--- config.mk ---
export PLATFORM = sky130hd
export DESIGN_NAME = bmhq_ram
export DESIGN_NICKNAME = d
export VERILOG_FILES = /design/src/bmhq_ram.sv
export SDC_FILE = /design/constraint.sdc
export NUM_CORES = 1
export LEC_CHECK = 0
export BUFFER_PORTS_ARGS = -buffer_cell sky130_fd_sc_hd__buf_2
export CORE_UTILIZATION = 25
export CTS_BUF_LIST = sky130_fd_sc_hd__clkbuf_4
export DETAILED_ROUTE_END_ITERATION = 10
export GPL_TIMING_DRIVEN = 0
export PLACE_DENSITY_LB_ADDON = 0.08
export SLEW_MARGIN = 40
export SYNTH_ARGS = -nofsm -noshare
export SYNTH_HDL_FRONTEND = slang
export SYNTH_SLANG_ARGS = --single-unit
--- constraint.sdc ---
create_clock -name clk -period 1.5 [get_ports clk]
set_input_delay 0 -clock clk [delete_from_list [all_inputs] [get_ports clk]]
set_output_delay 0 -clock clk [all_outputs]
set_load 0.02 [all_outputs]
--- src/bmhq_ram.sv ---
// Generic simple dual-port RAM with one write port and one registered read port.
// No dependencies.
module bmhq_ram #(
	parameter int WIDTH = 8,
	parameter int DEPTH = 16
) (
	input  logic                     clk,
	input  logic                     we,
	input  logic [$clog2(DEPTH)-1:0] waddr,
	input  logic [WIDTH-1:0]         wdata,
	input  logic                     re,
	input  logic [$clog2(DEPTH)-1:0] raddr,
	output logic [WIDTH-1:0]         rdata
);

	logic [WIDTH-1:0] mem_q [DEPTH];

	always_ff @(posedge clk) begin
		if (we) begin
			mem_q[waddr] <= wdata;
		end
		if (re) begin
			rdata <= mem_q[raddr];
		end
	end

endmodule

Word level (Yosys, flattened, before mapping). Memory sizes are Yosys's and may differ from the RTL's. A register that Yosys moved wholly into a read port is not among the register bits. Index checks and enable logic that the tools add are counted.

Logic and storage cells: 3. Output and inout bits: 8. Bits of input ports: 19. Bits in read-only memories: 0. Bits in latches: 0. Flip-flop bits (word level): 0. Bits in writable memories: 128. Memories: 1.

Reduce and logical (&&, ||, !) cells: 0. Shift-type cells: 0. Multiply operators: 0. Multiplexer cells: 2. Equal/unequal tests: 0. Add/subtract/negate cells: 0. Bitwise operators: 0. Div/mod/pow operators: 0. Magnitude comparators: 0.

Memories: mem_q (words 16, width 8, read ports 1, clocked after Yosys merged registers in 1, write ports 1, RTL line 16) `logic [WIDTH-1:0] mem_q [DEPTH];`.

Operators with widths (number): $mux 1 (2).

Depth between registers and ports, before layout. Gate-level depths: netlist of the first run.

Depth in word-level cells: 2. Depth in mapped cells: 5. Depth with buffers taken out: 3.

Least setup slack after synthesis of the first run. No wires, ideal clock.

Path kind: input to register. Start point: in waddr[2]. End point: mem mem_q[0][0] (enable). Arrival time: 1.110 ns. Path slack: 0.007 ns. Required time: 1.117 ns. Stages: 2. Path buffers: 0. Setup time: 0.383 ns. Path through: or3b_2 > nor3_1.

RTL lines: start: declaration (RTL line 9) `input logic [$clog2(DEPTH)-1:0] waddr,`; end: declaration (RTL line 16).

Straight into the memory's write port.

==> metrics.md, run 1 <==
| Metric | Value |
|---|---|
| DP Wirelength | 8070 microns |
| Final worst slack | -28.6 ps |
| Via density | 4.26 |
| R2R Setup Slk | -30 ps |
| Gr usage total | 0.122 |
| Register bit count reported by yosys | 136 |
| Initial antenna violation count | 0 |
| Fin crit share | 1.02 |
| Sink Count | 136 |
| Peak supply drop | 0.000438 V |
| Drt wl/cell | 21.6 microns |
| IO buf count | 25 |
| Warning count from the yosys run | 0 |
| Compound-Gate Fraction of Synth Area | 0.0230 |
| Crit path from | mem_q[3][1] |
| WS Path Type | flop to flop |
| Syn_area_per_cell | 22.8 sq um |
| RSZ-0062 raised after global routing | true |
| Max Slew Vio Count | 0 |
| Setup total negative slack | -57.1 ps |
| IO Count | 27 |
| Pleak | 0.00193 uW |
| Seq/Total Area, Yosys | 0.781 |
| Skew final | 9.04 ps |
| Post-Route WL | 12300 microns |
| Share of cells above drive strength 1 | 0.393 |
| PwrDens | 1140 mW/mm^2 |
| Die Y | 147 microns |
| FP Rows | 52 |
| P_int | 5430 uW |
| Worst-Skew Late Latency | 520 ps |
| ANT cells | 0 |
| Cell Chain, Critical Path | mux4_2, a22oi_2, nand2_1 |
| Proportion of synthesized area in mux cells | 0.148 |
| Levels on crit path | 3 |
| Failing checks | negative setup slack |
| Largest family of logic cells by synthesized area | multiplexers |
| R2r endpoint | rdata[1] |
| Setup violators final | 3 |
| Kind of cell adding the most delay to the critical path | multiplexers |
| Drt drc | 0 |
| Syn_nets | 248 |
| Critical path buffer and inverter count | 0 |
| Worst slew pin tran | 557 ps |
| Post-Syn Instances | 229 |
| # Max-Cap Violations | 0 |
| Crit path DAT | 1800 ps |
| Die extent in x | 147 microns |
| Max-slew headroom | 0.628 |
| Synth Area in Adders | 0 |
| 1st-iter DRT viols | 162 |
| Worst path max stage delay | 510 ps |
| Die ar. | 0.0215 sq mm |
| Max Buffers Root-to-Sink | 2 |
| Clock share of power | 0.315 |
| Req. time, crit path | 1770 ps |
| TritonRoute pass-1 iters | 4 |
| Synth Area in Simple Gates | 0.0314 |
| Root buf cell | clkbuf_4 |
| Core area | 0.0204 sq mm |
| CTS H-tree lvls | 4 |
| Crit-path max FO | 1 |
| Worst R2R Start | mem_q[3][1] |
| Clock-pin transition on the worst setup and hold timing paths | 110 ps |
| Worst Setup End Kind | flop |
| Reg2Reg Depth | 3 |
| Worst path slowest cell | mux4_2 |
| Post-Synth XOR/XNOR Area | 0 |
| Switching pwr | 1580 uW |
| Seq pwr share | 0.613 |
| Global-route wire length before repair | 17700 microns |
| Net Sw Frac | 0.225 |
| Post-synth cell types | 18 |
| Mapped Area | 0.00523 sq mm |
| Comb power frac | 0.072 |
| Final #Nets | 308 |
| Cells after DPL | 528 |
| Fmax | 654 MHz |
| Vias in the first global route | 2618 |
| P&R area growth vs syn | 17.6% |
| CTS tree | yes |
| DRT antenna net count | 0 |
| Post-Layout Cell Count | 570 |
| Fin. Hold Viols | 0 |
| CP Capture Point | rdata[1] |
| Pin count of the biggest net entering global routing | 17 |
| Worst hold-check path type | input port to flop |
| Congestion Overflow GR | 0 |
| Status | complete, but fails checks |
| Placer Congestion | 0.736 |
| Initial Util | 0.257 |
| Tmin final | 1530 ps |
| CP startpoint kind | flop |
| Total CTS buffers | 17 |
| Vias | 2426 |
-- layout make-up --
cell class,count,area [sq um]
Sequential cell,136,4080
Clock inverter,12,111
Clock buffer,18,135
Buffer,10,86.3
Fill cell,2003,14200
Timing Repair Buffer,41,270
Multi-Input combinational cell,83,1120
Tap cell,270,338
-- how the worst min path moves through the flow --
stage	startpoint	to	slack [ps]	depth (start not counted)
after detailed placement	re	rdata[7]	360	1
after CTS	waddr[3]	mem_q[0][2]	40	3
after global routing	waddr[2]	mem_q[0][2]	60	3
after floorplan	wdata[0]	mem_q[0][0]	100	0
after global placement	re	rdata[2]	360	1
final	waddr[2]	mem_q[0][2]	90	3
-- state kept, by name, summed over array words and instances, names as in the netlist --
register	count
rdata	8
mem_q	128
-- stage by stage --
| stage | util | area [sq um] | total power [uW] | worst slack, ps | hold WS [ps] |
|---|---|---|---|---|---|
| finish | 0.302 | 6150 | 7000 | -28.6 | 88.5 |
| global route | 0.302 | 6150 | 7280 | -122 | 60.2 |
| CTS | 0.302 | 6150 | 7110 | -11.6 | 44.3 |
| detailed placement | 0.283 | 5770 | 4850 | -195 | 359 |
| global placement | 0.279 | 5690 | 4840 | -718 | 357 |
| floorplan | - | 5230 | 4620 | 7.13 | 98.9 |
-- logic make-up (layout without fill, tap and decap cells) --
logic type	count (synthesis)	count (layout)
buffers and inverters	10	81
DFF	136	136
AOI/OAI and AO/OA	16	16
and+or+nand+nor	35	35
muxes	32	32
-- cells in the mapped netlist (all sizes together) --
cell             n  area (sq um)
edfxtp         136          4080
a22oi           16           120
and2b            1          7.51
buf              7          56.3
nand2            9          33.8
or3b             1          8.76
nand2b           2          12.5
mux4            32           773
and2             1          6.26
nand3            1          5.00
nor3             4          20.0
clkdlybuf4s25    3          30.0
nor2b            1          6.26
nand3b           2          15.0
nor2            13          48.8
-- layout by cell type (no fill, tap or decap), types with 2 or more instances in the layout --
cell type        synthesis  layout
a22oi_1                 16       8
a22oi_2                  0       8
buf_2                    3      30
buf_4                    1       3
buf_6                    3       3
bufinv_16                0       2
clkbuf_4                 0      18
clkdlybuf4s25_2          3       3
clkinv_1                 0       5
clkinv_2                 0       2
clkinvlp_4               0       3
dlygate4sd3_1            0      12
edfxtp_1               136     136
mux4_1                  14       6
mux4_2                  18      26
nand2_1                  9       7
nand2_2                  0       2
nand2b_1                 2       2
nand3b_1                 2       2
nor2_2                   0      13
nor3_2                   0       4
-- what timing repair did --
| item | CTS | global route |
|---|---|---|
| endpoints found under the setup margin | 8 | 8 |
| gates resized for setup | 11 | 7 |
| hold buffers | 12 | 0 |
| hold endpoints to repair | 148 | 0 |
| setup buffers | 0 | 0 |
| pin swaps | 6 | 4 |
-- routing by layer --
layer,wire length [microns],vias to the layer above,track usage
met1,5770,1275,0.163
met3,612,8,0.0394
met4,103,0,0.0328
met5,0,-,0
li1,-,1093,-
met2,5810,50,0.191
-- worst register-to-register path: stages (launching register included) --
cell,delay (ps)
edfxtp_1,370
mux4_2,510
a22oi_2,300
nand2_1,100
-- power groups by stage --
stage                     clock network, uW  registers, uW  logic (uW)
after CTS                              2300           4290         512
after floorplan                           0           4400         216
after global routing                   2430           4300         545
after detailed placement                  0           4380         474
after global placement                    0           4380         461
final                                  2210           4290         501
(Power assumes the default switching activity.)
==> run 2, diff against run 1 <==
--- a/config.mk
+++ b/config.mk
@@ -6,6 +6,7 @@
 export NUM_CORES = 1
 export LEC_CHECK = 0
 export BUFFER_PORTS_ARGS = -buffer_cell sky130_fd_sc_hd__buf_2
+export CORE_MARGIN = 3
 export CORE_UTILIZATION = 25
 export CTS_BUF_LIST = sky130_fd_sc_hd__clkbuf_4
 export DETAILED_ROUTE_END_ITERATION = 10
==> run 2 against run 1 <==
The flow now finishes without violations. Clock power down 5%. Maximum frequency up 2.9%. Sequential power about the same. Clock skew up 12 ps. First-iteration DRC count up 5.6%. Register-to-register slack better by 40 ps. Critical path depth unchanged. Total power down 1.6%. Hold slack better by 31 ps. Sequential cell count unchanged. Global-route usage down 0.86 points. Highest routed layer unchanged.
==> metrics.md, run 2 (synthesis results as in run 1) <==
| Metric | Value |
|---|---|
| Req. time, crit path | 1780 ps |
| Total CTS buffers | 17 |
| Pre-CTS setup slack | -231 ps |
| Worst path max stage delay | 560 ps |
| Share of cells above drive strength 1 | 0.379 |
| GR Util met2 | 0.175 |
| CP startpoint kind | flop |
| Worst slew pin tran | 802 ps |
| Worst-Skew Late Latency | 520 ps |
| GRT busiest layer | met2 |
| Biggest regs | mem_q: 128 flops, rdata: 8 flops |
| ANT cells | 0 |
| Layout Utilization | 0.301 |
| Pin count of the biggest net entering global routing | 17 |
| Drt wl/cell | 21.5 microns |
| Congestion Overflow GR | 0 |
| Critical path buffer and inverter count | 0 |
| DRT antenna net count | 0 |
| # Max-Cap Violations | 0 |
| Tmin final | 1490 ps |
| Cells after DPL | 526 |
| Die Y | 151 microns |
| Core area | 0.0204 sq mm |
| Root buf cell | clkbuf_4 |
| Fin. Hold Viols | 0 |
| Post-Layout Cell Count | 568 |
| Max Slew Vio Count | 0 |
| WS Path Type | flop to flop |
| TritonRoute pass-1 iters | 7 |
| Multi-input gate area | 0.00113 sq mm |
| IO Count | 27 |
| Met3 Use GR | 0.0349 |
| PwrDens | 1130 mW/mm^2 |
| 1st-iter DRT viols | 171 |
| Gr usage total | 0.114 |
| Via density | 4.24 |
| Post-CTS setup buffers | 0 |
| Commonest non-fill, non-tap cell in the layout | edfxtp_1 |
| Initial Util | 0.257 |
| Final instance area | 0.00612 sq mm |
| # fillers | 1983 |
| DP Wirelength | 7990 microns |
| Initial antenna violation count | 0 |
| Status | finished clean |
| Cell Chain, Critical Path | mux4_1, a22oi_2, nand2_1 |
| Post-Route WL | 12200 microns |
| Skew final | 20.8 ps |
| Setup violators final | 0 |
| P&R area growth vs syn | 17.1% |
| Final worst slack | 14.7 ps |
| Pleak | 0.00192 uW |
| Commonest cells after routing, fill and taps aside | 136 x edfxtp_1, 28 x buf_2, 23 x mux4_2 |
| Die ar. | 0.0227 sq mm |
| Worst Setup End Kind | flop |
| Sink Count | 136 |
| Design Power | 6890 uW |
| Drt drc | 0 |
| Crit-path max FO | 1 |
| Die extent in x | 151 microns |
| Vias | 2411 |
| Met1 Resource Use GR | 0.158 |
| Placer Congestion | 0.759 |
| RSZ-0062 raised after global routing | true |
| Max-slew headroom | 0.463 |
| CTS tree | yes |
| FF+latch area | 0.00408 sq mm |
| Clock-pin transition on the worst setup and hold timing paths | 110 ps |
| FP Rows | 52 |
| Global-route wire length before repair | 17300 microns |
| Final #Nets | 305 |
| CTS H-tree lvls | 4 |
| Largest Register | mem_q |
| Kind of cell adding the most delay to the critical path | multiplexers |
| Vias in the first global route | 2454 |
| Worst path slowest cell | mux4_1 |
| Max FFs per register | 128 |
| Worst hold-check path type | input port to flop |
| Peak supply drop | 0.000431 V |
| Fmax | 673 MHz |
| Max Buffers Root-to-Sink | 2 |
| Crit path DAT | 1770 ps |
| Placed cell area | 0.00575 sq mm |
| Fin crit share | 0.990 |
| IO buf count | 25 |
## run 2: cell count changes in the layout (fill, tap and decap cells not counted)
cell | previous run | this run
mux4_1 | 6 | 9
nand2_2 | 2 | 0
dlygate4sd3_1 | 12 | 11
clkbuf_4 | 18 | 20
bufinv_16 | 2 | 1
buf_2 | 30 | 28
clkinv_1 | 5 | 3
clkinv_2 | 2 | 4
nor2_2 | 13 | 12
nor2_1 | 0 | 1
nand2_1 | 7 | 9
mux4_2 | 26 | 23
## run 2: final cells by class
type,instances,area share
clock buffers,20,0.0245
plain buffers,10,0.0141
clock inverters,11,0.0137
multi-input cells,83,0.184
repair buffers,38,0.0409
well taps,270,0.0552
flip-flops and latches,136,0.667
## run 2: path summary, 6_finish.rpt
kind                start           to  slack (ps)  depth (start not counted)
max           mem_q[1][5]     rdata[5]          10                          3
min              waddr[2]  mem_q[1][6]         120                          3
max reg2reg   mem_q[1][5]     rdata[5]          10                          3
min reg2reg  mem_q[14][1]     rdata[1]         760                          3
## run 2: repair_timing
action / CTS / global route
endpoints found under the hold margin: 155 / 0
hold buffers: 11 / 0
resized for setup: 11 / 2
pin swaps: 2 / 4
endpoints found under the setup margin: 7 / 5
## run 2: per-layer routing
metal,vias to the layer above,wire (microns),part of all wire
li1,1086,-,-
met1,1275,5860,0.48
met2,41,5840,0.48
met3,9,425,0.035
met4,0,102,0.0083
met5,-,0,0
## run 2: worst reg2reg max path: stages, from the launching register on
cell	delay, ps
edfxtp_1	370
mux4_1	560
a22oi_2	260
nand2_1	80
## run 2: where the power goes
part	internal, uW	leakage (uW)	switching [uW]
Sequential	4270	0.00124	20.4
Combinational	195	0.000559	297
Clock	838	0.000127	1270
Total	5310	0.00192	1580
## run 2: stage by stage
stage | TNS [ps] | hold WS [ps]
5_1_grt | -17.5 | 80.7
2_1_floorplan | 0 | 98.9
6_report | 0 | 120
3_3_place_gp | -28610 | 360
4_1_cts | 0 | 73.4
3_5_place_dp | -4020 | 358
==> run 3, diff against run 2 <==
==> constraint.sdc (replaced) <==
create_clock -name clk -period 1.5 [get_ports clk]
set_input_delay 0.225 -clock clk [delete_from_list [all_inputs] [get_ports clk]]
set_output_delay 0.225 -clock clk [all_outputs]
set_load 0.02 [all_outputs]
==> run 3 against run 2 <==
Sequential share of layout area rose by 0.80 points. Combinational power down 2%. Maximum frequency up 0.22%. Clock power barely moved. Cell area is 1.2% lower. Via count is 0.21% higher. Final cell count decreased by 1.6%. Register-to-register slack hardly changed. Critical path depth unchanged.
==> metrics.md, run 3 (synthesis results as in run 1) <==
| Metric | Value |
|---|---|
| Status | finished clean |
| Global-route wire length before repair | 17300 microns |
| Worst path slowest cell | mux4_2 |
| PwrDens | 1140 mW/mm^2 |
| Comb power frac | 0.070 |
| Gr usage total | 0.114 |
| CTS H-tree lvls | 4 |
| IO Count | 27 |
| Cell Chain, Critical Path | mux4_2, a22oi_2, nand2_1 |
| TritonRoute pass-1 iters | 5 |
| WS Path Type | flop to flop |
| Max Slew Vio Count | 0 |
| Crit path from | mem_q[3][7] |
| Die extent in x | 151 microns |
| Worst slew pin tran | 829 ps |
| Vias | 2416 |
| FP Rows | 52 |
| Clock share of power | 0.306 |
| Tmin final | 1480 ps |
| Fin crit share | 0.988 |
| Congestion Overflow GR | 0 |
| Post-Route WL | 12100 microns |
| Skew final | 14.9 ps |
| CTS tree | yes |
| DRT antenna net count | 0 |
| Sink Count | 136 |
| Max FFs per register | 128 |
| Max Buffers Root-to-Sink | 2 |
| Req. time, crit path | 1760 ps |
| Pre-CTS setup slack | -421 ps |
| RSZ-0062 raised after global routing | true |
| Clock-pin transition on the worst setup and hold timing paths | 110 ps |
| Final worst slack | 17.9 ps |
| Kind of cell adding the most delay to the critical path | multiplexers |
| Initial Util | 0.257 |
| Worst Setup End Kind | flop |
| Vias in the first global route | 2508 |
| Hold WS | 121 ps |
| Root buf cell | clkbuf_4 |
| Design Power | 6880 uW |
| Pin count of the biggest net entering global routing | 17 |
| Pleak | 0.00189 uW |
| Largest Register | mem_q |
| 1st-iter DRT viols | 202 |
| Worst-Skew Late Latency | 510 ps |
| Crit-path max FO | 1 |
| Die ar. | 0.0227 sq mm |
| Seq pwr share | 0.624 |
| Hold path startpoint | wdata[5] |
| Switching pwr | 1560 uW |
| Commonest cells after routing, fill and taps aside | 136 x edfxtp_1, 28 x buf_2, 24 x mux4_2 |
| Post-CTS setup buffers | 0 |
| Share of cells above drive strength 1 | 0.408 |
| Drt drc | 0 |
| Crit path DAT | 1750 ps |
| Via density | 4.32 |
| Setup total negative slack | 0 ps |
| Net Sw Frac | 0.227 |
| DP Wirelength | 7930 microns |
| Setup violators final | 0 |
| Final #Nets | 295 |
| Initial antenna violation count | 0 |
| Peak supply drop | 0.000358 V |
| Worst path max stage delay | 500 ps |
| Placer Congestion | 0.745 |
| Die Y | 151 microns |
| # Max-Cap Violations | 0 |
| # fillers | 2000 |
| Max-slew headroom | 0.445 |
| ANT cells | 0 |
| CP startpoint kind | flop |
| Fin. Hold Viols | 0 |
| Total CTS buffers | 17 |
| Worst R2R Start | mem_q[3][7] |
| Drt wl/cell | 21.7 microns |
| Critical path buffer and inverter count | 0 |
| Worst hold-check path type | input port to flop |
| Commonest non-fill, non-tap cell in the layout | edfxtp_1 |
| Layout Utilization | 0.297 |
| P&R area growth vs syn | 15.7% |
| Core area | 0.0204 sq mm |
| Biggest regs | mem_q: 128 flops, rdata: 8 flops |
| Fmax | 675 MHz |
| IO buf count | 25 |
| P_int | 5320 uW |
==> run 3: changes by cell type in the layout (fill, tap and decap cells not counted), sizes merged <==
| cell | change |
|---|---|
| clkbuf | +1 |
| clkinv | +1 |
| clkinvlp | -1 |
| dlygate4sd3 | -10 |
==> run 3: stage by stage <==
stage | cell area [sq um] | std cells
final | 6050 | 559
after global routing | 6050 | 559
after CTS | 6030 | 558
after detailed placement | 5770 | 526
after global placement | 5700 | 524
after floorplan | 5240 | 229
==> run 3: routing by layer <==
metal | GRT usage | vias to the layer above | wire length [microns] | share of wire
met5 | 0 | - | 0 | 0
met4 | 0.0286 | 0 | 98 | 0.0081
met3 | 0.0352 | 5 | 667 | 0.055
met2 | 0.169 | 63 | 5550 | 0.46
met1 | 0.164 | 1279 | 5830 | 0.48
li1 | - | 1069 | - | -
==> run 3: worst register-to-register path, stage by stage, from the launching register on <==
cell	delay, ps
edfxtp_1	370
mux4_2	500
a22oi_2	290
nand2_1	90
==> run 3: path summary, 6_finish.rpt <==
| kind | endpoint | cells past startpoint | slack [ps] |
|---|---|---|---|
| hold / removal | mem_q[4][5] | 1 | 120 |
| hold reg to reg | rdata[2] | 3 | 760 |
| setup reg to reg | rdata[7] | 3 | 20 |
| setup / recovery | rdata[7] | 3 | 20 |
==> run 3: layout make-up <==
type | count | area [sq um] | share of cell area
tap | 270 | 338 | 0.0559
multi-input combinational | 83 | 1140 | 0.189
sequential | 136 | 4080 | 0.675
timing repair buffer | 28 | 150 | 0.0248
clock inverter | 11 | 82.6 | 0.0137
clock buffer | 21 | 158 | 0.0261
buffer | 10 | 93.8 | 0.0155
==> run 3: power by group through the flow <==
stage               clock (uW)  sequential [uW]  combinational, uW
floorplan                    0             4400                219
finish                    2110             4290                482
global placement             0             4380                461
global route              2360             4300                527
CTS                       2200             4290                495
detailed placement           0             4380                478
==> run 3: what timing repair did <==
item | in CTS | in global routing
pin swaps | 5 | 3
endpoints found under the setup margin | 7 | 8
hold buffers | 0 | 1
resized for setup | 12 | 4
hold endpoints to repair | 0 | 6
