<file path="config.mk">
export PLATFORM = sky130hd
export DESIGN_NAME = bmhq_sift
export DESIGN_NICKNAME = d
export VERILOG_FILES = /design/src/bmhq_pkg.sv /design/src/bmhq_sift.sv
export SDC_FILE = /design/constraint.sdc
export NUM_CORES = 1
export LEC_CHECK = 0
export BUFFER_PORTS_ARGS = -buffer_cell sky130_fd_sc_hd__buf_4
export CORE_MARGIN = 10
export CORE_UTILIZATION = 52
export DETAILED_ROUTE_END_ITERATION = 6
export GPL_TIMING_DRIVEN = 0
export PLACE_DENSITY = 0.78
export SETUP_SLACK_MARGIN = 0.02
export SYNTH_ARGS = -nofsm -noshare
export SYNTH_HDL_FRONTEND = slang
export SYNTH_SLANG_ARGS = --single-unit
</file>
<file path="constraint.sdc">
create_clock -name clk -period 4.85 [get_ports clk]
set_clock_uncertainty 0.05 [all_clocks]
set_input_delay 0.485 -clock clk [delete_from_list [all_inputs] [get_ports clk]]
set_output_delay 0.485 -clock clk [all_outputs]
set_load 0.05 [all_outputs]
</file>
<file path="src/bmhq_pkg.sv">
// Package for the binary min-heap priority queue.
// Holds sizes, request and result structs, memory port struct and FSM states.
// No dependencies.
package bmhq_pkg;

	localparam int HEAP_DEPTH = 1024;
	localparam int KEY_BITS   = 16;
	localparam int PRIO_BITS  = 32;
	localparam int ADDR_W     = $clog2(HEAP_DEPTH);
	localparam int CNT_W      = ADDR_W + 1;
	localparam int ENTRY_W    = KEY_BITS + PRIO_BITS;

	localparam logic [1:0] OP_PUSH = 2'd0;
	localparam logic [1:0] OP_POP  = 2'd1;

	typedef enum logic [1:0] {
		ST_DONE  = 2'd0,
		ST_FULL  = 2'd1,
		ST_EMPTY = 2'd2
	} status_t;

	typedef struct packed {
		logic [KEY_BITS-1:0]  key;
		logic [PRIO_BITS-1:0] prio;
	} entry_t;

	typedef struct packed {
		logic [1:0]           req_type;
		logic [KEY_BITS-1:0]  key;
		logic [PRIO_BITS-1:0] priority_req;
	} req_t;

	typedef struct packed {
		status_t              status;
		logic                 top_valid;
		logic [KEY_BITS-1:0]  top_key;
		logic [PRIO_BITS-1:0] top_priority;
		logic [CNT_W-1:0]     entry_total;
	} rsp_t;

	typedef struct packed {
		logic              we;
		logic [ADDR_W-1:0] waddr;
		entry_t            wdata;
		logic              re;
		logic [ADDR_W-1:0] raddr;
	} mem_req_t;

	typedef enum logic [2:0] {
		S_IDLE,
		S_UP_CMP,
		S_UP_PUT,
		S_POP_LAST,
		S_DN_STEP,
		S_DN_READR,
		S_DN_CMP,
		S_RESP
	} state_t;

endpackage

</file>
<file path="src/bmhq_sift.sv">
// Heap sequencer: entry count, sift-up and sift-down over the entry memory.
// Depends on bmhq_pkg; drives the RAM through a bmhq_pkg::mem_req_t.
module bmhq_sift (
	input  logic                       clk,
	input  logic                       arst_n,
	input  logic                       start,
	input  bmhq_pkg::req_t             req,
	input  bmhq_pkg::entry_t           rd_data,
	output logic                       busy,
	output logic                       done,
	output bmhq_pkg::status_t          status,
	output logic [bmhq_pkg::CNT_W-1:0] count,
	output bmhq_pkg::mem_req_t         mem
);

	bmhq_pkg::state_t  state_q, state_d;
	bmhq_pkg::status_t status_q;
	logic [bmhq_pkg::CNT_W-1:0]  count_q;
	logic [bmhq_pkg::ADDR_W-1:0] pos_q;
	bmhq_pkg::entry_t            cur_q, left_q;
	logic                        right_q;

	logic accept, is_push, is_pop, full;
	logic [bmhq_pkg::ADDR_W-1:0] push_pos, push_parent, last_addr, parent, grand;
	logic [bmhq_pkg::CNT_W:0]    n_ext, left_idx, right_idx, new_left;
	logic has_left, has_right, new_has_left, up_swap, dn_swap, take_right;
	bmhq_pkg::entry_t            child;
	logic [bmhq_pkg::ADDR_W-1:0] csel;
	bmhq_pkg::entry_t            push_entry;

	assign accept      = start && (state_q == bmhq_pkg::S_IDLE);
	assign is_push     = req.req_type == bmhq_pkg::OP_PUSH;
	assign is_pop      = req.req_type == bmhq_pkg::OP_POP;
	assign full        = count_q == bmhq_pkg::CNT_W'(bmhq_pkg::HEAP_DEPTH);
	assign push_pos    = count_q[bmhq_pkg::ADDR_W-1:0];
	assign push_parent = (push_pos - 1'b1) >> 1;
	assign last_addr   = bmhq_pkg::ADDR_W'(count_q - 1'b1);
	assign parent      = (pos_q - 1'b1) >> 1;
	assign grand       = (parent - 1'b1) >> 1;
	assign push_entry.key  = req.key[bmhq_pkg::KEY_BITS-1:0];
	assign push_entry.prio = req.priority_req;

	assign n_ext     = {1'b0, count_q};
	assign left_idx  = {1'b0, pos_q, 1'b1};
	assign right_idx = left_idx + 1'b1;
	assign has_left  = left_idx < n_ext;
	assign has_right = right_idx < n_ext;

	assign up_swap    = rd_data.prio > cur_q.prio;
	assign take_right = right_q && (rd_data.prio < left_q.prio);
	assign child      = take_right ? rd_data : left_q;
	assign csel       = take_right ? right_idx[bmhq_pkg::ADDR_W-1:0]
	                               : left_idx[bmhq_pkg::ADDR_W-1:0];
	assign dn_swap      = cur_q.prio > child.prio;
	assign new_left     = {1'b0, csel, 1'b1};
	assign new_has_left = new_left < n_ext;

	always_comb begin
		state_d = state_q;
		case (state_q)
			bmhq_pkg::S_IDLE: begin
				if (start) begin
					if (is_push && !full) begin
						state_d = (count_q == '0) ? bmhq_pkg::S_UP_PUT : bmhq_pkg::S_UP_CMP;
					end else if (is_pop && count_q > bmhq_pkg::CNT_W'(1)) begin
						state_d = bmhq_pkg::S_POP_LAST;
					end else begin
						state_d = bmhq_pkg::S_RESP;
					end
				end
			end
			bmhq_pkg::S_UP_CMP: begin
				if (!up_swap) begin
					state_d = bmhq_pkg::S_RESP;
				end else if (parent == '0) begin
					state_d = bmhq_pkg::S_UP_PUT;
				end
			end
			bmhq_pkg::S_UP_PUT:   state_d = bmhq_pkg::S_RESP;
			bmhq_pkg::S_POP_LAST: state_d = bmhq_pkg::S_DN_STEP;
			bmhq_pkg::S_DN_STEP: begin
				state_d = has_left ? bmhq_pkg::S_DN_READR : bmhq_pkg::S_RESP;
			end
			bmhq_pkg::S_DN_READR: state_d = bmhq_pkg::S_DN_CMP;
			bmhq_pkg::S_DN_CMP: begin
				if (!dn_swap) begin
					state_d = bmhq_pkg::S_RESP;
				end else begin
					state_d = new_has_left ? bmhq_pkg::S_DN_READR : bmhq_pkg::S_DN_STEP;
				end
			end
			bmhq_pkg::S_RESP: state_d = bmhq_pkg::S_IDLE;
			default:          state_d = bmhq_pkg::S_IDLE;
		endcase
	end

	always_comb begin
		mem   = '0;
		busy  = state_q != bmhq_pkg::S_IDLE;
		done  = state_q == bmhq_pkg::S_RESP;
		case (state_q)
			bmhq_pkg::S_IDLE: begin
				if (start && is_push && !full && count_q != '0) begin
					mem.re    = 1'b1;
					mem.raddr = push_parent;
				end else if (start && is_pop && count_q > bmhq_pkg::CNT_W'(1)) begin
					mem.re    = 1'b1;
					mem.raddr = last_addr;
				end
			end
			bmhq_pkg::S_UP_CMP: begin
				mem.we    = 1'b1;
				mem.waddr = pos_q;
				if (up_swap) begin
					mem.wdata = rd_data;
					mem.re    = parent != '0;
					mem.raddr = grand;
				end else begin
					mem.wdata = cur_q;
				end
			end
			bmhq_pkg::S_UP_PUT: begin
				mem.we    = 1'b1;
				mem.waddr = pos_q;
				mem.wdata = cur_q;
			end
			bmhq_pkg::S_DN_STEP: begin
				if (has_left) begin
					mem.re    = 1'b1;
					mem.raddr = left_idx[bmhq_pkg::ADDR_W-1:0];
				end else begin
					mem.we    = 1'b1;
					mem.waddr = pos_q;
					mem.wdata = cur_q;
				end
			end
			bmhq_pkg::S_DN_READR: begin
				mem.re    = has_right;
				mem.raddr = right_idx[bmhq_pkg::ADDR_W-1:0];
			end
			bmhq_pkg::S_DN_CMP: begin
				mem.we    = 1'b1;
				mem.waddr = pos_q;
				if (dn_swap) begin
					mem.wdata = child;
					mem.re    = new_has_left;
					mem.raddr = new_left[bmhq_pkg::ADDR_W-1:0];
				end else begin
					mem.wdata = cur_q;
				end
			end
			default: begin
				mem = '0;
			end
		endcase
	end

	always_ff @(posedge clk or negedge arst_n) begin
		if (!arst_n) begin
			state_q  <= bmhq_pkg::S_IDLE;
			status_q <= bmhq_pkg::ST_DONE;
			count_q  <= '0;
		end else begin
			state_q <= state_d;
			if (accept) begin
				status_q <= bmhq_pkg::ST_DONE;
				if (is_push) begin
					if (full) begin
						status_q <= bmhq_pkg::ST_FULL;
					end else begin
						count_q <= count_q + 1'b1;
					end
				end else if (is_pop) begin
					if (count_q == '0) begin
						status_q <= bmhq_pkg::ST_EMPTY;
					end else begin
						count_q <= count_q - 1'b1;
					end
				end
			end
		end
	end

	always_ff @(posedge clk) begin
		case (state_q)
			bmhq_pkg::S_IDLE: begin
				cur_q <= push_entry;
				pos_q <= push_pos;
			end
			bmhq_pkg::S_UP_CMP: begin
				if (up_swap) begin
					pos_q <= parent;
				end
			end
			bmhq_pkg::S_POP_LAST: begin
				cur_q <= rd_data;
				pos_q <= '0;
			end
			bmhq_pkg::S_DN_READR: begin
				left_q  <= rd_data;
				right_q <= has_right;
			end
			bmhq_pkg::S_DN_CMP: begin
				if (dn_swap) begin
					pos_q <= csel;
				end
			end
			default: begin
				pos_q <= pos_q;
			end
		endcase
	end

	assign status = status_q;
	assign count  = count_q;

endmodule

</file>
* Word level (Yosys, flattened, before mapping) *
Cells that the tools add are included.

word-level totals
  bits in registers = 123
  logic and storage cells = 94
  input bits = 101
  output and inout port bits = 85

cells by class
  reduce and logical (&&, ||, !) cells = 23
  equal/unequal tests = 15
  $add $sub $neg = 6
  muxes and demuxes = 34
  magnitude comparators = 7

operators by type and width
  cell                                                                               number
  59-bit one-hot mux with 4 select lines                                             1
  48-bit 2-to-1 mux                                                                  3
  11-bit 2-to-1 mux                                                                  9
  48-bit one-hot mux with 2 select lines                                             1
  32-bit greater-than comparator                                                     2
  59-bit 2-to-1 mux                                                                  1
  11-bit one-hot mux with 5 select lines                                             1
  10-bit one-hot mux with 4 select lines                                             1
  32-bit < comparator                                                                1
  10-bit 2-to-1 mux                                                                  3
  3-bit one-hot mux with 8 select lines                                              1
  11-bit < comparator                                                                2
  10-bit by 1-bit subtractor with 10-bit output (second input constant)              2
  3-bit 2-to-1 mux                                                                   5
  11-bit by 1-bit adder with 12-bit output (second input constant)                   1
  3-bit == test (second input constant)                                              4
  12-bit by 11-bit < comparator with 1-bit output                                    1
  2-bit 2-to-1 mux                                                                   6
  11-bit by 1-bit adder with 11-bit output (second input constant)                   1
  11-bit == test (second input constant)                                             1
  11-bit by 1-bit greater-than comparator with 1-bit output (second input constant)  1
  11-bit logical NOT                                                                 1
  11-bit nonzero test                                                                1
  11-bit by 1-bit subtractor with 11-bit output (second input constant)              1
  other kinds (19)                                                                   34

* Longest topological paths before layout *
Gate-level depths: netlist (run 1).

  depth in word-level cells = 7
  mapped depth = 21

* Worst setup path after synthesis (run 1) *
Ideal clock, no wire load.

  kind = input to output
  from = input rd_data[14] in the netlist's numbering
  to = output mem[10] in the netlist's numbering
  data required time = 4.315 ns
  slack = -0.282 ns
  arrival time = 4.597 ns
  stages = 17
  cells stage by stage = ha_1 -> a21oi_1 -> a21boi_0 -> a2111o_1 -> a311oi_1 -> o211ai_1 -> buf_2 -> buf_4 -> mux2i_1 -> ha_1 -> nand4_1 -> nor4_1 -> a21bo_2 -> a31oi_4 -> o21ai_2 -> clkbuf_1 -> o2111ai_1

RTL lines
  element          line             source
  start, declared  bmhq_sift.sv:8   input bmhq_pkg::entry_t rd_data,
  end, declared    bmhq_sift.sv:13  output bmhq_pkg::mem_req_t mem

==> run_results.csv, run 1 <==
group,metric,value,unit
sta,hold_viol,0,
synth,ys_seq_area_share,34.25,%
clock_network,clockBufferDepth,2,
sta,setup_viol,69,
sta,setup_tns,-72.77,ns
sta,slew_headroom,39.31,%
global_routing,grt-busiest-layer,"met2",
global_routing,gr-total-overflow,0,
sta,fin_ws,-1.343,ns
die,die_h,162.4,um
drt,ant_nets,0,
global_routing,grt_use_total,25.53,%
synth,synthCells,1076,
sta,period_share,127.7,%
worst_setup_path,critPathMaxFanout,8,
die,die_area,26380,um2
status,status,"finished, violations left",
drt,dr.pass1.iters,6,
sta,worstMarginPinSlew,0.9103,ns
clock_network,root_buffer,"clkbuf_16",
synth,synth_seq_cells,123,
placed_design,io_buffers,185,
clock_network,htreeDepth,4,
layout,final_common_cell,"buf_4",
worst_setup_path,crit_start,"left_q[18]",
drt,wl_per_cell,22.28,um
worst_setup_path,cp.required,4.32,ns
layout,fill_cells,1470,
worst_setup_path,endpoint,"mem[29]",
worst_setup_path,worst_setup_path_end_kind,"output port",
worst_setup_path,r2r-end,"pos_q[4]",
drt,via_per_inst,6.173,
drt,routed_wl,35.78,mm
clock_network,clk_transition_reported_paths,0.07,ns
global_routing,grtUsageMet2,42.26,%
drt,via_count,9914,
worst_setup_path,path_depth,22,
worst_setup_path,path_buf_inv,6,
status,violations,"setup timing",
die,rows,52,
clock_network,clock_latency,0.44,ns
flow_run,cap_violations,0,
synth,syn_nets,1309,
drt,drc_errors,0,
global_routing,grt_max_degree,35,
global_routing,grt_pass1_vias,9828,
placed_design,hpwl,26.16,mm
synth,synth_edf_count,107,
worst_setup_path,slowest_delay,0.42,ns
layout,seq_area,3613,um2
worst_setup_path,critical_path.cell_chain,"inv_1 -> ha_4 -> a21oi_2 -> a21boi_1 -> a2111o_1 -> a311oi_4 -> o211ai_1 -> buf_6 -> buf_12 -> mux2i_4 -> ha_4 -> nand4_1 -> nor4_4 -> a21bo_2 -> a31oi_4 -> nor2_2 -> a22oi_1 -> o211ai_1 -> buf_6 -> buf_8 -> a221o_2 -> buf_8",
global_routing,grtUsageMet1,31.28,%
worst_setup_path,rr_worst_depth,20,
layout,nets,1556,
sta,fin_crit,6.193,ns
power,p_leak,6.326,nW
power,powerDensity,777.2,nW/um2
worst_setup_path,reg2reg_from,"left_q[18]",
clock_network,clock_sinks,123,
placed_design,placed_area,12500,um2
sta,slew_viol_final,0,
global_routing,antenna_found_initial,0,
die,die_w,162.4,um
synth,syn_avg_cell_area,9.804,um2
power,vdd_ir_drop_max,535.1,uV
sta,timing.fmax,0.1615,GHz
synth,ys_types,71,
die,io_pins,186,
worst_setup_path,cp_top_family,"compound AO/OA/AOI/OAI gates",
worst_setup_path,crit_type,"flop to output port",
sta,grt_setup_unrepaired,"true",
clock_network,numCtsBuffers,17,
die,start_util,52.47,%
worst_setup_path,cp.arrival,5.66,ns
layout,drive_above_1_share,30.24,%
layout,diodes,0,
die,core_area,20100,um2
global_routing,use_met3,7.154,%
drt,drt_iter0_drc,841,
layout,syn_to_final_growth,33.52,%
layout,fin_area,14080,um2
layout,multi_input_area,6788,um2
placed_design,gp_congestion,1.012,
synth,ys_warn_count,0,
worst_setup_path,cpMaxStageDelayCell,"nor4_4",
layout,mostFrequentLayoutCells,"170 x buf_4, 118 x ha_1, 107 x edfxtp_1, 87 x inv_1, 77 x nor2_1",
worst_setup_path,reg2reg_slack,-0.15,ns
clock_network,cts_tree,"done",
worst_hold_path,hold_class,"input pin to flop",
synth,synthArstFlopShare,13.01,%
worst_setup_path,critPathLaunchType,"flop",
synth,syn_area,10550,um2
global_routing,grt_pass1_wl,53.72,mm
synth,synth_ff_type,"edfxtp_1",
==> flip-flops by register name, indices dropped and copies added, names as in the netlist <==
signal and flops:
status 2, cur_q 48, left_q 48, right_q 1
count 11, state_q 3, pos_q 10
==> layout make-up <==
| class | count | area share (%) |
|---|---|---|
| repair buffers | 228 | 14.60 |
| clock buffers | 17 | 3.020 |
| clock inverters | 15 | 1.208 |
| flip-flops and latches | 123 | 25.66 |
| multi-input cells | 810 | 48.19 |
| plain buffers | 51 | 2.478 |
| well taps | 270 | 2.399 |
| inverters | 92 | 2.452 |
==> metrics by stage <==
step | power, W | std cells | util [%] | hold WS [ns] | setup slack (ns)
after floorplan | 0.006587 | 1076 | - | 0.1394 | 0.02014
after global placement | 0.008504 | 1531 | 61.97 | 0.3061 | -1.518
after detailed placement | 0.008620 | 1533 | 62.18 | 0.3076 | -1.570
after CTS | 0.01043 | 1589 | 67.67 | 0.1857 | -1.229
after global routing | 0.01150 | 1606 | 70.06 | 0.1790 | -1.496
final | 0.01095 | 1606 | 70.06 | 0.1898 | -1.343
==> worst min-delay path by stage <==
stage / startpoint / endpoint / cells after the start
after floorplan: arst_n / count[0] / 0
after global placement: arst_n / status[0] / 1
after detailed placement: arst_n / status[0] / 1
after CTS: rd_data[35] / left_q[35] / 1
after global routing: rd_data[35] / left_q[35] / 1
final: rd_data[35] / left_q[35] / 1
==> repair_timing <==
item / 4_1_cts / 5_1_grt
pin swaps: 30 / 19
hold endpoints to repair: 16 / 0
setup endpoints to repair: 71 / 70
hold buffers: 1 / 0
buffers inserted: 22 / 15
gates resized for setup: 65 / 68
gates cloned: 1 / 3
==> cell usage after synthesis (3+ instances only) <==
| library cell | instances | area share (%) |
|---|---|---|
| o22ai_1 | 7 | 0.42 |
| o21a_1 | 14 | 1.0 |
| nor3b_1 | 4 | 0.28 |
| a211oi_1 | 7 | 0.50 |
| nand2_1 | 57 | 2.0 |
| xor2_1 | 15 | 1.2 |
| o21bai_1 | 4 | 0.28 |
| nor3_1 | 16 | 0.76 |
| clkbuf_1 | 33 | 1.2 |
| a22oi_1 | 3 | 0.21 |
| dfrtp_1 | 16 | 3.8 |
| buf_1 | 3 | 0.11 |
| edfxtp_1 | 107 | 30 |
| a31oi_1 | 8 | 0.47 |
| inv_1 | 91 | 3.2 |
| a21boi_1 | 5 | 0.36 |
| nor2_1 | 80 | 2.8 |
| o21ai_1 | 6 | 0.28 |
| a221o_1 | 34 | 3.2 |
| and3_1 | 13 | 0.77 |
| ha_1 | 132 | 16 |
| or2_2 | 7 | 0.42 |
| mux2_2 | 49 | 5.2 |
| xnor2_1 | 32 | 2.7 |
| nand3_1 | 28 | 1.3 |
| o211ai_1 | 14 | 1.0 |
| nor4_1 | 6 | 0.36 |
| nand4_1 | 20 | 1.2 |
| a21o_1 | 30 | 2.1 |
| mux2i_1 | 34 | 3.2 |
| nand2b_1 | 11 | 0.65 |
| buf_6 | 4 | 0.43 |
| buf_4 | 3 | 0.21 |
| nor2b_1 | 19 | 1.1 |
| a22o_1 | 17 | 1.4 |
| buf_2 | 8 | 0.38 |
| a21oi_1 | 54 | 2.6 |
| a221oi_1 | 15 | 1.2 |
| o21ai_0 | 27 | 1.3 |
| o31ai_1 | 3 | 0.21 |
| a211o_1 | 3 | 0.25 |
==> layer usage <==
layer  vias up  share of wire, %
li1       4547                 -
met1      4773                40
met2       495                48
met3        99               9.0
met4         0               3.3
met5         -                 0
==> where the power goes <==
| part | switching (W) | total, W | internal, W |
|---|---|---|---|
| Combinational | 0.00480 | 0.00775 | 0.00295 |
| Clock | 0.000575 | 0.00131 | 0.000735 |
| Sequential | 0.000264 | 0.00189 | 0.00162 |
| Total | 0.00564 | 0.0109 | 0.00531 |
==> kinds of logic (layout without fill, tap and decap cells) <==
group | Yosys count | count (layout) | share of synthesized area (%)
simple gates | 276 | 276 | 13.13
compound gates | 272 | 272 | 19.03
buf+inv | 143 | 403 | 5.575
fa+ha+maj | 132 | 132 | 15.66
flops | 123 | 123 | 34.25
mux | 83 | 83 | 8.457
xor+xnor | 47 | 47 | 3.902
(Power assumes the default switching activity.)
==> run 2, diff against run 1 <==
Settings changed: SETUP_SLACK_MARGIN 0.02 to default.
==> run 2 against run 1 <==
The run still ends with setup timing left. Sequential power about the same. Register-to-register slack gained 0.21 ns. Worst setup slack gained 0.17 ns. Power up 0.38%.
==> run_results.csv, run 2 (same netlist as run 1, synthesis figures left out) <==
group,metric,value,unit
power,p_sw_share,51.60,%
sta,holdWs,0.1901,ns
clock_network,htreeDepth,4,
worst_setup_path,rr_worst_depth,19,
worst_setup_path,critPathMaxFanout,6,
die,core_area,20100,um2
clock_network,clock_sinks,123,
worst_setup_path,critPathLaunchType,"flop",
worst_setup_path,crit_type,"flop to output port",
power,clockPowerShare,11.9,%
sta,grt_setup_unrepaired,"true",
layout,mostFrequentLayoutCells,"167 x buf_4, 119 x ha_1, 107 x edfxtp_1, 86 x inv_1, 79 x nor2_1",
sta,fin_crit,6.021,ns
worst_setup_path,worst_setup_path_end_kind,"output port",
power,power.total,0.01099,W
die,die_w,162.4,um
drt,drt_iter0_drc,894,
die,die_area,26380,um2
global_routing,antenna_found_initial,1,
clock_network,clockBufferDepth,2,
placed_design,place_ws,-1.580,ns
flow_run,cap_violations,0,
worst_setup_path,slowest_delay,0.43,ns
power,powerDensity,780.5,nW/um2
global_routing,grt_use_total,26.78,%
global_routing,grt_pass1_wl,56.26,mm
worst_setup_path,cp.required,4.32,ns
status,violations,"setup timing",
drt,via_count,9887,
layout,syn_to_final_growth,33.46,%
sta,timing.fmax,0.1661,GHz
sta,fin_ws,-1.171,ns
layout,fin_util,70.03,%
sta,period_share,124.2,%
clock_network,root_buffer,"clkbuf_16",
die,start_util,52.47,%
clock_network,numCtsBuffers,17,
layout,drive_above_1_share,30.11,%
global_routing,gr-total-overflow,0,
worst_setup_path,reg2reg_slack,0.06,ns
sta,slew_viol_final,0,
drt,wl_per_cell,22.44,um
worst_setup_path,critical_path.cell_chain,"inv_2 -> ha_4 -> a21oi_4 -> a21boi_2 -> a2111o_1 -> a311oi_4 -> o211ai_1 -> buf_6 -> buf_12 -> mux2i_2 -> ha_1 -> nand4_1 -> nor4_4 -> a21bo_2 -> a31oi_4 -> nor2_2 -> a22oi_2 -> o211ai_1 -> buf_6 -> buf_8 -> a221o_2 -> buf_8",
worst_hold_path,hold_class,"input pin to flop",
power,power.internal,0.005319,W
placed_design,io_buffers,185,
sta,setup_viol,59,
die,die_h,162.4,um
global_routing,grt_pass1_vias,10130,
placed_design,gp_congestion,0.9682,
sta,worstMarginPinSlew,1.110,ns
die,io_pins,186,
power,pwr-share-comb,70.9,%
sta,hold_viol,0,
power,seq_power_share,17.1,%
worst_hold_path,whs_path_depth,1,
power,p_leak,6.289,nW
drt,drc_errors,0,
global_routing,grt_max_degree,32,
worst_setup_path,cpMaxStageDelayCell,"a2111o_1",
sta,slew_headroom,25.72,%
clock_network,clock_latency,0.43,ns
clock_network,cts_tree,"done",
drt,via_per_inst,6.168,
status,status,"finished, violations left",
worst_setup_path,cp.arrival,5.49,ns
die,rows,52,
clock_network,clk_transition_reported_paths,0.07,ns
drt,routed_wl,35.96,mm
layout,nets,1552,
power,p_sw,0.005670,W
power,vdd_ir_drop_max,581.4,uV
drt,ant_nets,0,
layout,final_common_cell,"buf_4",
placed_design,hpwl,25.87,mm
drt,dr.pass1.iters,5,
[run 2: cell types whose count changed in the layout (fill, tap and decap cells not counted), moves of 2 or more]
cell / change
nor2_2: -2
buf_4: -3
buf_6: -3
buf_12: +2
inv_6: +2
mux2i_1: -2
mux2i_4: +2
buf_16: +2
nor2_1: +2
[run 2: area by class of cell]
cell class / instances / area (um2)
inverters: 92 / 345.3
flip-flops and latches: 123 / 3613
fillers: 1427 / 6026
multi-input cells: 811 / 6813
well taps: 270 / 337.8
diodes: 1 / 2.502
clock buffers: 17 / 425.4
repair buffers: 223 / 1987
plain buffers: 51 / 386.6
clock inverters: 15 / 167.7
[run 2: per-stage QoR]
step / setup TNS [ns] / std cells / cell area [um2]
after floorplan: 0 / 1076 / 10690
after global placement: -83.47 / 1531 / 12420
after detailed placement: -86.31 / 1533 / 12460
after CTS: -55.97 / 1598 / 13960
after global routing: -76.15 / 1602 / 14080
final: -62.03 / 1603 / 14080
[run 2: layer usage]
metal / track usage [%] / wire length, um / vias to the layer above
li1: - / - / 4540
met1: 32.84 / 13910 / 4675
met2: 43.29 / 16960 / 549
met3: 6.446 / 3348 / 123
met4: 13.15 / 1743 / 0
met5: 0 / 0 / -
[run 2: worst max-delay path: cells and delay by family, from the launching register on]
family / cells / cell delay, ns
compound gates: 10 / 2.35
buf+inv: 6 / 0.93
simple gates: 3 / 0.67
fa+ha+maj: 2 / 0.51
flops: 1 / 0.41
mux: 1 / 0.17
[run 2: worst paths after layout]
path	startpoint	endpoint
setup / recovery	left_q[14]	mem[29]
hold / removal	rd_data[38]	left_q[38]
setup reg to reg	left_q[14]	pos_q[6]
hold reg to reg	status[1]	status[1]
max in group asynchronous	arst_n	state_q[0]
min in group asynchronous	arst_n	status[1]
[run 2: power by group through the flow]
stage	Sequential [W]	Clock, W	Combinational [W]
global placement	0.00190	0	0.00660
global route	0.00192	0.00136	0.00828
finish	0.00188	0.00131	0.00779
detailed placement	0.00188	0	0.00671
CTS	0.00187	0.00132	0.00757
floorplan	0.00191	0	0.00467
[run 2: repair_timing]
item | CTS | global route
hold buffers | 1 | 0
pin swaps | 42 | 25
buffers inserted | 30 | 3
endpoints found under the hold margin | 16 | 0
resized for setup | 122 | 21
gates cloned | 2 | 1
endpoints found under the setup margin | 70 | 70
